==> config.mk <==
export PLATFORM = sky130hd
export DESIGN_NAME = tone_sweep_step_sequencer_flat
export DESIGN_NICKNAME = d
export VERILOG_FILES = /design/src/sv/tss_pkg.sv /design/src/sv/tss_cmd_if.sv /design/src/sv/tss_res_if.sv /design/src/sv/tss_front.sv /design/src/sv/tss_back.sv /design/src/sv/tone_sweep_step_sequencer.sv /design/src/flat_wrapper.sv
export SDC_FILE = /design/constraint.sdc
export NUM_CORES = 2
export LEC_CHECK = 0
export BUFFER_PORTS_ARGS = -buffer_cell sky130_fd_sc_hd__buf_2
export CAP_MARGIN = 20
export CORE_UTILIZATION = 56
export CTS_CLUSTER_SIZE = 20
export DETAILED_ROUTE_END_ITERATION = 8
export PLACE_DENSITY = 0.79
export SYNTH_ARGS = -nofsm -noshare
export SYNTH_HDL_FRONTEND = slang
export SYNTH_SLANG_ARGS = --single-unit
export TNS_END_PERCENT = 1
==> constraint.sdc <==
create_clock -name clk -period 24.3 [get_ports clk]
set_input_delay 1.215 -clock clk [delete_from_list [all_inputs] [get_ports clk]]
set_output_delay 1.215 -clock clk [all_outputs]
set_load 0.01 [all_outputs]
==> src/sv/tss_pkg.sv <==
// Shared constants, codes and types of the tone sweep step sequencer.
package tss_pkg;

  localparam int TSS_QUEUE_DEPTH = 32;

  localparam logic [1:0] FUNC_ADD    = 2'd0;
  localparam logic [1:0] FUNC_UPDATE = 2'd1;
  localparam logic [1:0] FUNC_CLEAR  = 2'd2;

  localparam logic [1:0] JOB_ADD    = 2'd0;
  localparam logic [1:0] JOB_UPDATE = 2'd1;
  localparam logic [1:0] JOB_CLEAR  = 2'd2;
  localparam logic [1:0] JOB_NOP    = 2'd3;

  localparam logic [1:0] ACT_NONE    = 2'd0;
  localparam logic [1:0] ACT_TONE    = 2'd1;
  localparam logic [1:0] ACT_SILENCE = 2'd2;

  typedef struct packed {
    logic [1:0]  kind;
    logic [15:0] start_freq;
    logic [15:0] end_freq;
    logic [15:0] duration_ms;
    logic [31:0] now_ms;
  } tss_job_t;

endpackage

==> src/sv/tss_cmd_if.sv <==
// Command channel: valid, ready and the fields of one incoming word.
interface tss_cmd_if;
  logic        valid;
  logic        ready;
  logic [1:0]  func;
  logic [15:0] start_freq;
  logic [15:0] end_freq;
  logic [15:0] duration_ms;
  logic [31:0] now_ms;

  modport source (output valid, func, start_freq, end_freq, duration_ms, now_ms,
                  input ready);
  modport sink (input valid, func, start_freq, end_freq, duration_ms, now_ms,
                output ready);
endinterface

==> src/sv/tss_res_if.sv <==
// Result channel: valid, ready and the fields of one outgoing word.
interface tss_res_if;
  logic        valid;
  logic        ready;
  logic [1:0]  action;
  logic [15:0] freq;
  logic        busy_res;
  logic        dropped;

  modport source (output valid, action, freq, busy_res, dropped, input ready);
  modport sink (input valid, action, freq, busy_res, dropped, output ready);
endinterface

==> src/sv/tss_front.sv <==
// Front end: accepts command words, classifies them and queues them for the back end.
module tss_front import tss_pkg::*; (
  input  logic     clk,
  input  logic     rst,
  tss_cmd_if.sink  cmd,
  output tss_job_t job,
  output logic     job_valid,
  input  logic     job_ready
);

  tss_job_t   slot [2];
  logic       wr_ptr;
  logic       rd_ptr;
  logic [1:0] fill;
  logic [1:0] kind;
  logic       push;
  logic       pop;

  always_comb begin
    case (cmd.func)
      FUNC_ADD:    kind = JOB_ADD;
      FUNC_UPDATE: kind = JOB_UPDATE;
      FUNC_CLEAR:  kind = JOB_CLEAR;
      default:     kind = JOB_NOP;
    endcase
  end

  assign cmd.ready = (fill != 2'd2);
  assign push      = cmd.valid && cmd.ready;
  assign job_valid = (fill != 2'd0);
  assign pop       = job_valid && job_ready;
  assign job       = slot[rd_ptr];

  always_ff @(posedge clk) begin
    if (push) begin
      slot[wr_ptr] <= '{kind:        kind,
                        start_freq:  cmd.start_freq,
                        end_freq:    cmd.end_freq,
                        duration_ms: cmd.duration_ms,
                        now_ms:      cmd.now_ms};
    end
  end

  always_ff @(posedge clk) begin
    if (rst) begin
      wr_ptr <= 1'b0;
      rd_ptr <= 1'b0;
      fill   <= 2'd0;
    end else begin
      if (push) begin
        wr_ptr <= ~wr_ptr;
      end
      if (pop) begin
        rd_ptr <= ~rd_ptr;
      end
      if (push && !pop) begin
        fill <= fill + 2'd1;
      end else if (pop && !push) begin
        fill <= fill - 2'd1;
      end
    end
  end

endmodule

==> src/sv/tss_back.sv <==
// Back end: step store, play sequencing and the serial sweep divider.
module tss_back import tss_pkg::*; #(
  parameter  int QUEUE_DEPTH = TSS_QUEUE_DEPTH,
  localparam int CW = $clog2(QUEUE_DEPTH + 1)
) (
  input  logic          clk,
  input  logic          rst,
  input  tss_job_t      job,
  input  logic          job_valid,
  output logic          job_ready,
  tss_res_if.source     res,
  output logic [CW-1:0] qcount,
  output logic [CW-1:0] ppos
);

  localparam int AW = (QUEUE_DEPTH > 1) ? $clog2(QUEUE_DEPTH) : 1;

  localparam logic [2:0] ST_IDLE = 3'd0;
  localparam logic [2:0] ST_READ = 3'd1;
  localparam logic [2:0] ST_MUL  = 3'd2;
  localparam logic [2:0] ST_DIV  = 3'd3;
  localparam logic [2:0] ST_SUM  = 3'd4;
  localparam logic [2:0] ST_FIN  = 3'd5;

  logic [47:0] mem [QUEUE_DEPTH];
  logic [47:0] rd_data;
  logic        mem_we;

  logic [2:0]  state;
  logic        started;
  logic [31:0] begin_time;
  logic [31:0] now_r;
  logic [15:0] s0_r;
  logic [15:0] diff_mag;
  logic        neg;
  logic [15:0] el_r;
  logic [15:0] dur_r;
  logic [31:0] dq;
  logic [16:0] rem;
  logic [3:0]  div_cnt;
  logic [1:0]  act_r;
  logic [15:0] freq_r;
  logic        drop_r;

  logic        out_valid;
  logic [1:0]  out_action;
  logic [15:0] out_freq;
  logic        out_busy;
  logic        out_dropped;

  logic [15:0] s0;
  logic [15:0] s1;
  logic [15:0] dur;
  logic [31:0] elapsed;
  logic        expired;
  logic [16:0] rem_next;
  logic [31:0] dq_next;
  logic        out_free;

  function automatic logic [48:0] div_step(logic [16:0] r, logic [31:0] q, logic [15:0] d);
    logic [16:0] t;
    logic        b;
    t = {r[15:0], q[31]};
    b = (t >= {1'b0, d});
    if (b) begin
      t = t - {1'b0, d};
    end
    return {t, q[30:0], b};
  endfunction

  assign s0      = rd_data[47:32];
  assign s1      = rd_data[31:16];
  assign dur     = rd_data[15:0];
  assign elapsed = now_r - begin_time;
  assign expired = (elapsed >= {16'd0, dur});
  assign mem_we  = (state == ST_IDLE) && job_valid && (job.kind == JOB_ADD) &&
                   (qcount < CW'(QUEUE_DEPTH));
  assign job_ready = (state == ST_IDLE);
  assign out_free  = !out_valid || res.ready;

  always_comb begin
    logic [48:0] a;
    logic [48:0] b;
    a = div_step(rem, dq, dur_r);
    b = div_step(a[48:32], a[31:0], dur_r);
    rem_next = b[48:32];
    dq_next  = b[31:0];
  end

  always_ff @(posedge clk) begin
    if (mem_we) begin
      mem[qcount[AW-1:0]] <= {job.start_freq, job.end_freq, job.duration_ms};
    end
    rd_data <= mem[ppos[AW-1:0]];
  end

  always_ff @(posedge clk) begin
    if (rst) begin
      state      <= ST_IDLE;
      qcount     <= '0;
      ppos       <= '0;
      started    <= 1'b0;
      begin_time <= '0;
      out_valid  <= 1'b0;
    end else begin
      if (out_valid && res.ready && (state != ST_FIN)) begin
        out_valid <= 1'b0;
      end
      case (state)
        ST_IDLE: begin
          if (job_valid) begin
            act_r  <= ACT_NONE;
            freq_r <= 16'd0;
            drop_r <= 1'b0;
            state  <= ST_FIN;
            case (job.kind)
              JOB_ADD: begin
                if (qcount < CW'(QUEUE_DEPTH)) begin
                  qcount <= qcount + CW'(1);
                end else begin
                  drop_r <= 1'b1;
                end
              end
              JOB_CLEAR: begin
                act_r      <= ACT_SILENCE;
                qcount     <= '0;
                ppos       <= '0;
                started    <= 1'b0;
                begin_time <= '0;
              end
              JOB_UPDATE: begin
                if (ppos >= qcount) begin
                  if (qcount != '0) begin
                    act_r      <= ACT_SILENCE;
                    qcount     <= '0;
                    ppos       <= '0;
                    started    <= 1'b0;
                    begin_time <= '0;
                  end
                end else begin
                  now_r <= job.now_ms;
                  state <= ST_READ;
                end
              end
              default: begin
              end
            endcase
          end
        end
        ST_READ: begin
          state <= ST_FIN;
          if (!started) begin
            act_r      <= (s0 == 16'd0) ? ACT_SILENCE : ACT_TONE;
            freq_r     <= s0;
            started    <= 1'b1;
            begin_time <= now_r;
          end else if (expired) begin
            ppos       <= ppos + CW'(1);
            started    <= 1'b0;
            begin_time <= '0;
          end else if ((s0 != s1) && (s0 != 16'd0)) begin
            s0_r     <= s0;
            neg      <= (s1 < s0);
            diff_mag <= (s1 < s0) ? (s0 - s1) : (s1 - s0);
            el_r     <= elapsed[15:0];
            dur_r    <= dur;
            state    <= ST_MUL;
          end
        end
        ST_MUL: begin
          dq      <= {16'd0, diff_mag} * {16'd0, el_r};
          rem     <= '0;
          div_cnt <= '0;
          state   <= ST_DIV;
        end
        ST_DIV: begin
          dq      <= dq_next;
          rem     <= rem_next;
          div_cnt <= div_cnt + 4'd1;
          if (div_cnt == 4'd15) begin
            state <= ST_SUM;
          end
        end
        ST_SUM: begin
          act_r  <= ACT_TONE;
          freq_r <= neg ? (s0_r - dq[15:0]) : (s0_r + dq[15:0]);
          state  <= ST_FIN;
        end
        ST_FIN: begin
          if (out_free) begin
            out_valid   <= 1'b1;
            out_action  <= act_r;
            out_freq    <= freq_r;
            out_busy    <= (ppos < qcount);
            out_dropped <= drop_r;
            state       <= ST_IDLE;
          end
        end
        default: begin
          state <= ST_IDLE;
        end
      endcase
    end
  end

  assign res.valid    = out_valid;
  assign res.action   = out_action;
  assign res.freq     = out_freq;
  assign res.busy_res = out_busy;
  assign res.dropped  = out_dropped;

endmodule

==> src/sv/tone_sweep_step_sequencer.sv <==
// Top level of the tone sweep step sequencer: front end, command queue and back end.
//
//   port  role    word
//   cmd   sink    func, start_freq, end_freq, duration_ms, now_ms
//   res   source  action, freq, busy_res, dropped
//
// A word waits in the front queue; add, clear and an update with nothing left to play go from
// idle straight to the result state, any other update without a sweep passes the read state,
// and a sweep update passes read, multiply, divide and sum, using the two-bit-per-cycle divider.
// Reset is synchronous; the step store is not cleared and needs no clearing pass.
// A stalled result holds the back end, which then fills the two-word front queue.
module tone_sweep_step_sequencer import tss_pkg::*; #(
  parameter int QUEUE_DEPTH = TSS_QUEUE_DEPTH
) (
  input logic        clk,
  input logic        rst,
  tss_cmd_if.sink    cmd,
  tss_res_if.source  res
);

  localparam int CW = $clog2(QUEUE_DEPTH + 1);

  tss_job_t      job;
  logic          job_valid;
  logic          job_ready;
  logic [CW-1:0] qcount;
  logic [CW-1:0] ppos;

  tss_front u_front (
    .clk       (clk),
    .rst       (rst),
    .cmd       (cmd),
    .job       (job),
    .job_valid (job_valid),
    .job_ready (job_ready)
  );

  tss_back #(
    .QUEUE_DEPTH (QUEUE_DEPTH)
  ) u_back (
    .clk       (clk),
    .rst       (rst),
    .job       (job),
    .job_valid (job_valid),
    .job_ready (job_ready),
    .res       (res),
    .qcount    (qcount),
    .ppos      (ppos)
  );

  a_pos_in_queue: assert property (@(posedge clk) disable iff (rst) ppos <= qcount)
    else $error("play position beyond queued count");

  a_count_bound: assert property (@(posedge clk) disable iff (rst)
    qcount <= CW'(QUEUE_DEPTH))
    else $error("queued count beyond queue depth");

  a_tone_nonzero: assert property (@(posedge clk) disable iff (rst)
    res.valid && (res.action == ACT_TONE) |-> res.freq != 16'd0)
    else $error("tone driven at zero frequency");

endmodule
==> src/flat_wrapper.sv <==
// flat-port wrapper written by rule: the top's interface ports become plain ports
module tone_sweep_step_sequencer_flat import tss_pkg::*;
#(
  parameter int QUEUE_DEPTH = TSS_QUEUE_DEPTH
)
  (clk, rst, cmd_valid, cmd_func, cmd_start_freq, cmd_end_freq, cmd_duration_ms, cmd_now_ms, cmd_ready, res_valid, res_action, res_freq, res_busy_res, res_dropped, res_ready);
  tss_cmd_if cmd_i ();
  tss_res_if res_i ();
  input logic clk;
  input logic rst;
  input wire logic [$bits(cmd_i.valid)-1:0] cmd_valid;
  input wire logic [$bits(cmd_i.func)-1:0] cmd_func;
  input wire logic [$bits(cmd_i.start_freq)-1:0] cmd_start_freq;
  input wire logic [$bits(cmd_i.end_freq)-1:0] cmd_end_freq;
  input wire logic [$bits(cmd_i.duration_ms)-1:0] cmd_duration_ms;
  input wire logic [$bits(cmd_i.now_ms)-1:0] cmd_now_ms;
  output wire logic [$bits(cmd_i.ready)-1:0] cmd_ready;
  output wire logic [$bits(res_i.valid)-1:0] res_valid;
  output wire logic [$bits(res_i.action)-1:0] res_action;
  output wire logic [$bits(res_i.freq)-1:0] res_freq;
  output wire logic [$bits(res_i.busy_res)-1:0] res_busy_res;
  output wire logic [$bits(res_i.dropped)-1:0] res_dropped;
  input wire logic [$bits(res_i.ready)-1:0] res_ready;
  assign cmd_i.valid = cmd_valid;
  assign cmd_i.func = cmd_func;
  assign cmd_i.start_freq = cmd_start_freq;
  assign cmd_i.end_freq = cmd_end_freq;
  assign cmd_i.duration_ms = cmd_duration_ms;
  assign cmd_i.now_ms = cmd_now_ms;
  assign cmd_ready = cmd_i.ready;
  assign res_valid = res_i.valid;
  assign res_action = res_i.action;
  assign res_freq = res_i.freq;
  assign res_busy_res = res_i.busy_res;
  assign res_dropped = res_i.dropped;
  assign res_i.ready = res_ready;
  tone_sweep_step_sequencer #(.QUEUE_DEPTH(QUEUE_DEPTH)) u_core (.clk(clk), .rst(rst), .cmd(cmd_i), .res(res_i));
endmodule
==> flow_metrics.py <==
metrics = {
    "outcome": {
        "status": "complete, no violations",
    },
    "logic_synthesis": {
        "synth_largest_area_cell": "edfxtp_1",
        "async_flop_share_pct": 0,
        "synth-main-ff-cell": "edfxtp_1",
        "ys_seq_area_share_pct": 66.39,
        "syn-instance-count": 4998,
        "syn-cell-area_sq_mm": 0.08847,
        "synth-edff-count": 1888,
        "syn_nets": 5531,
        "yosys-top-cells-count": "edfxtp_1 (1,888), mux4_2 (480), inv_1 (368), ha_1 (247), nand2_1 (238)",
        "synthTopCellsByArea": "edfxtp_1 (64%), mux4_2 (12%), fa_1 (4.5%)",
        "yosysWarnings": 0,
        "syn_area_per_cell_sq_um": 17.70,
        "synth.distinct_cells": 78,
        "synth-seq-cells": 1990,
        "synth_top_area_share_pct": 64.08,
        "synth.most_common_cell": "edfxtp_1",
    },
    "finish": {
        "layout.nets": 5688,
        "fin_area_sq_mm": 0.09794,
        "area_growth_pct": 10.70,
        "layout-drive-gt1-share_pct": 21.29,
        "instances_no_fill": 7380,
    },
    "power_and_ir_drop": {
        "powerDensity_mw_per_mm2": 84.26,
        "cellLeakagePower_uw": 0.03314,
        "ir_drop_uv": 90.67,
    },
    "sta": {
        "fmax_ghz": 0.1379,
        "rsz0062_at_grt": "no",
        "finalCritPeriodShare_pct": 29.83,
        "hold_viol": 0,
        "slew_headroom_pct": 23.30,
        "report.final.slew_viol_count": 0,
        "min_period_ps": 7250,
        "setup_viol": 0,
        "finalClockSkew_ps": 59.05,
        "worstMarginPinSlew_ps": 1150,
        "tns_ps": 0,
    },
    "clocking": {
        "numCtsBuffers": 190,
        "cts_resized": 0,
        "clockBufferDepth": 3,
        "ctsHoldBuffers": 0,
        "clkLatencyLatePin_ps": 820,
        "postCtsSetupBuffers": 0,
        "clkTransAtPathRegs_ps": 60,
        "clock_sinks": 1990,
        "cts-root-buf": "clkbuf_16",
        "h-tree-depth": 4,
        "cts_tree": "yes",
    },
    "floorplan": {
        "die_y_microns": 399.5,
        "die-area_sq_mm": 0.1596,
        "die_w_microns": 399.5,
        "fp-row-count": 145,
        "start_util_pct": 56.51,
        "core_sq_mm": 0.1566,
        "ios": 108,
    },
    "placed_design": {
        "gp_congestion": 0.9113,
        "dp_hpwl_microns": 123600,
        "dpl.cell_count": 7021,
        "io_buffers": 107,
        "place_area_sq_mm": 0.09161,
    },
    "route": {
        "wire_per_inst_microns": 30.26,
        "route.detailed.drc": 0,
        "drt-vias-per-instance": 6.480,
        "first_pass_iters": 6,
        "wl_microns": 223300,
        "drt_iter0_drc": 6048,
        "antenna_left": 0,
        "routed-via-count": 47820,
    },
    "grt": {
        "grt_usage_pct": 28.24,
        "grt_pass1_vias": 48000,
        "grt_antenna_before_repair": 13,
        "grt_start_max_net_pins": 149,
        "grt_overflow": 0,
        "grt_pass1_wl_microns": 322400,
    },
    "worst_setup_path": {
        "r2r_start": "u_core.u_back.el_r[4]$_DFFE_PP_",
        "path_class": "reg2reg",
        "rrSetupSlack_ps": 17050,
        "worst-path-buf-inv": 4,
        "crit_chain": "and2_1, fa_1, inv_1, fa_1, fa_1, inv_1, fa_1, fa_1, inv_1, fa_1, inv_1, ha_1, a21o_1, a21oi_1, o21bai_1, a221o_1, o211a_1, o41ai_1, o21ai_0, nand3_1, a2111oi_0, or3_1, a31oi_1",
        "cp.arrival_ps": 7910,
        "critical_path.max_fanout": 16,
        "critPathRequiredTime_ps": 24960,
        "r2r_cells": 23,
        "reg2reg_to": "u_core.u_back.dq[31]$_DFFE_PP_",
        "path_common_cell": "fa_1",
        "worst_path_dominant_cell_family": "adder cells",
        "max_stage_delay_ps": 640,
        "start_kind": "flip-flop",
        "end_kind": "flip-flop",
        "cp_slowest_cell": "o41ai_1",
    },
    "worst_hold_path": {
        "hold_end": "u_core.u_back.res.freq[8]$_DFFE_PP_",
        "min_from": "u_core.u_back.freq_r[8]$_DFFE_PP_",
        "whs_path_depth": 0,
        "hold_class": "reg2reg",
    },
    "flow_run": {
        "drv_cap": 0,
    },
}
-- per-layer routing --
layer  share of wire (%)  global-route usage [%]  routed length, microns  up-vias
li1                    -                       -                       -    19680
met1                  38                   38.38                   84970    24590
met2                  48                   45.24                  107800     3016
met3                 9.3                   5.099                   20880      533
met4                 4.3                   12.05                    9614        4
met5               0.012                       0                      26        -
-- state kept, by name (all words and copies together), names as in the netlist, 2 cells and up, named ones only --
signal and flops:
u_core.u_front.slot 164, u_core.u_back.qcount 6, u_core.u_back.dq 32, u_core.u_back.rem 16, u_core.u_back.el_r 16, u_core.u_back.begin_time 32, u_core.u_back.state 3, u_core.u_back.mem 1536
u_core.u_back.dur_r 16, u_core.u_front.fill 2, u_core.u_back.res.freq 16, u_core.u_back.freq_r 16, u_core.u_back.act_r 2, u_core.u_back.s0_r 16, u_core.u_back.diff_mag 16, u_core.u_back.rd_data 48
u_core.u_back.now_r 32, u_core.u_back.res.action 2, u_core.u_back.ppos 6, u_core.u_back.div_cnt 4
-- stage by stage --
step	setup slack, ps	power, uW	hold WS (ps)	util (%)
floorplan	13800	4919	400.3	-
global placement	17150	5258	405.2	58.51
detailed placement	17070	5294	408.0	58.51
CTS	17110	8262	381.3	62.54
global route	16770	8473	402.0	62.55
finish	17050	8252	380.9	62.55
-- worst max path at each step --
| stage | depth (start not counted) | slack, ps | to | start |
|---|---|---|---|---|
| 2_1_floorplan | 23 | 13800 | u_core.u_back.diff_mag[0]$_DFFE_PP_ | u_core.u_back.now_r[0]$_DFFE_PP_ |
| 3_3_place_gp | 23 | 17150 | u_core.u_back.dq[31]$_DFFE_PP_ | u_core.u_back.el_r[4]$_DFFE_PP_ |
| 3_5_place_dp | 23 | 17070 | u_core.u_back.dq[31]$_DFFE_PP_ | u_core.u_back.el_r[4]$_DFFE_PP_ |
| 4_1_cts | 23 | 17110 | u_core.u_back.dq[31]$_DFFE_PP_ | u_core.u_back.el_r[4]$_DFFE_PP_ |
| 5_1_grt | 22 | 16770 | u_core.u_back.dq[31]$_DFFE_PP_ | u_core.u_back.el_r[1]$_DFFE_PP_ |
| 6_report | 23 | 17050 | u_core.u_back.dq[31]$_DFFE_PP_ | u_core.u_back.el_r[4]$_DFFE_PP_ |
-- layout make-up --
| type | count | area [sq um] |
|---|---|---|
| repair buffers | 170 | 1046 |
| well taps | 2058 | 2575 |
| inverters | 370 | 1389 |
| multi-input cells | 2433 | 27840 |
| flip-flops and latches | 1990 | 58760 |
| fillers | 10520 | 58630 |
| diodes | 5 | 12.51 |
| clock buffers | 244 | 5059 |
| clock inverters | 110 | 1254 |
-- power by group --
group | internal [uW] | switching (uW) | total [uW]
sequential | 4140 | 83.7 | 4220
clock | 1700 | 1310 | 3010
combinational | 330 | 696 | 1030
-- kinds of logic (layout without fill, tap and decap cells) --
| group | after synthesis | count (layout) | share of synthesized area [%] |
|---|---|---|---|
| xor gates and xnor gates | 130 | 130 | 1.308 |
| and+or+nand+nor | 750 | 750 | 4.135 |
| muxes | 644 | 644 | 14.27 |
| other | 0 | 5 | 0 |
| DFF | 1990 | 1990 | 66.39 |
| adders and majority gates | 447 | 447 | 8.019 |
| buffers and inverters | 575 | 894 | 2.459 |
| AOI/OAI and AO/OA | 462 | 462 | 3.417 |
-- cells in the final DEF (no fill, tap or decap), drive strengths merged, types with 63 or more instances in the layout --
cell type	instances
and2	125
nand2	239
xnor2	89
a21oi	130
fa	200
nor2	163
mux4	480
a21o	63
dfxtp	102
buf	170
clkinv	75
mux2	138
o21ai	86
edfxtp	1888
clkbuf	244
inv	376
ha	247
(Power assumes the default switching activity.)
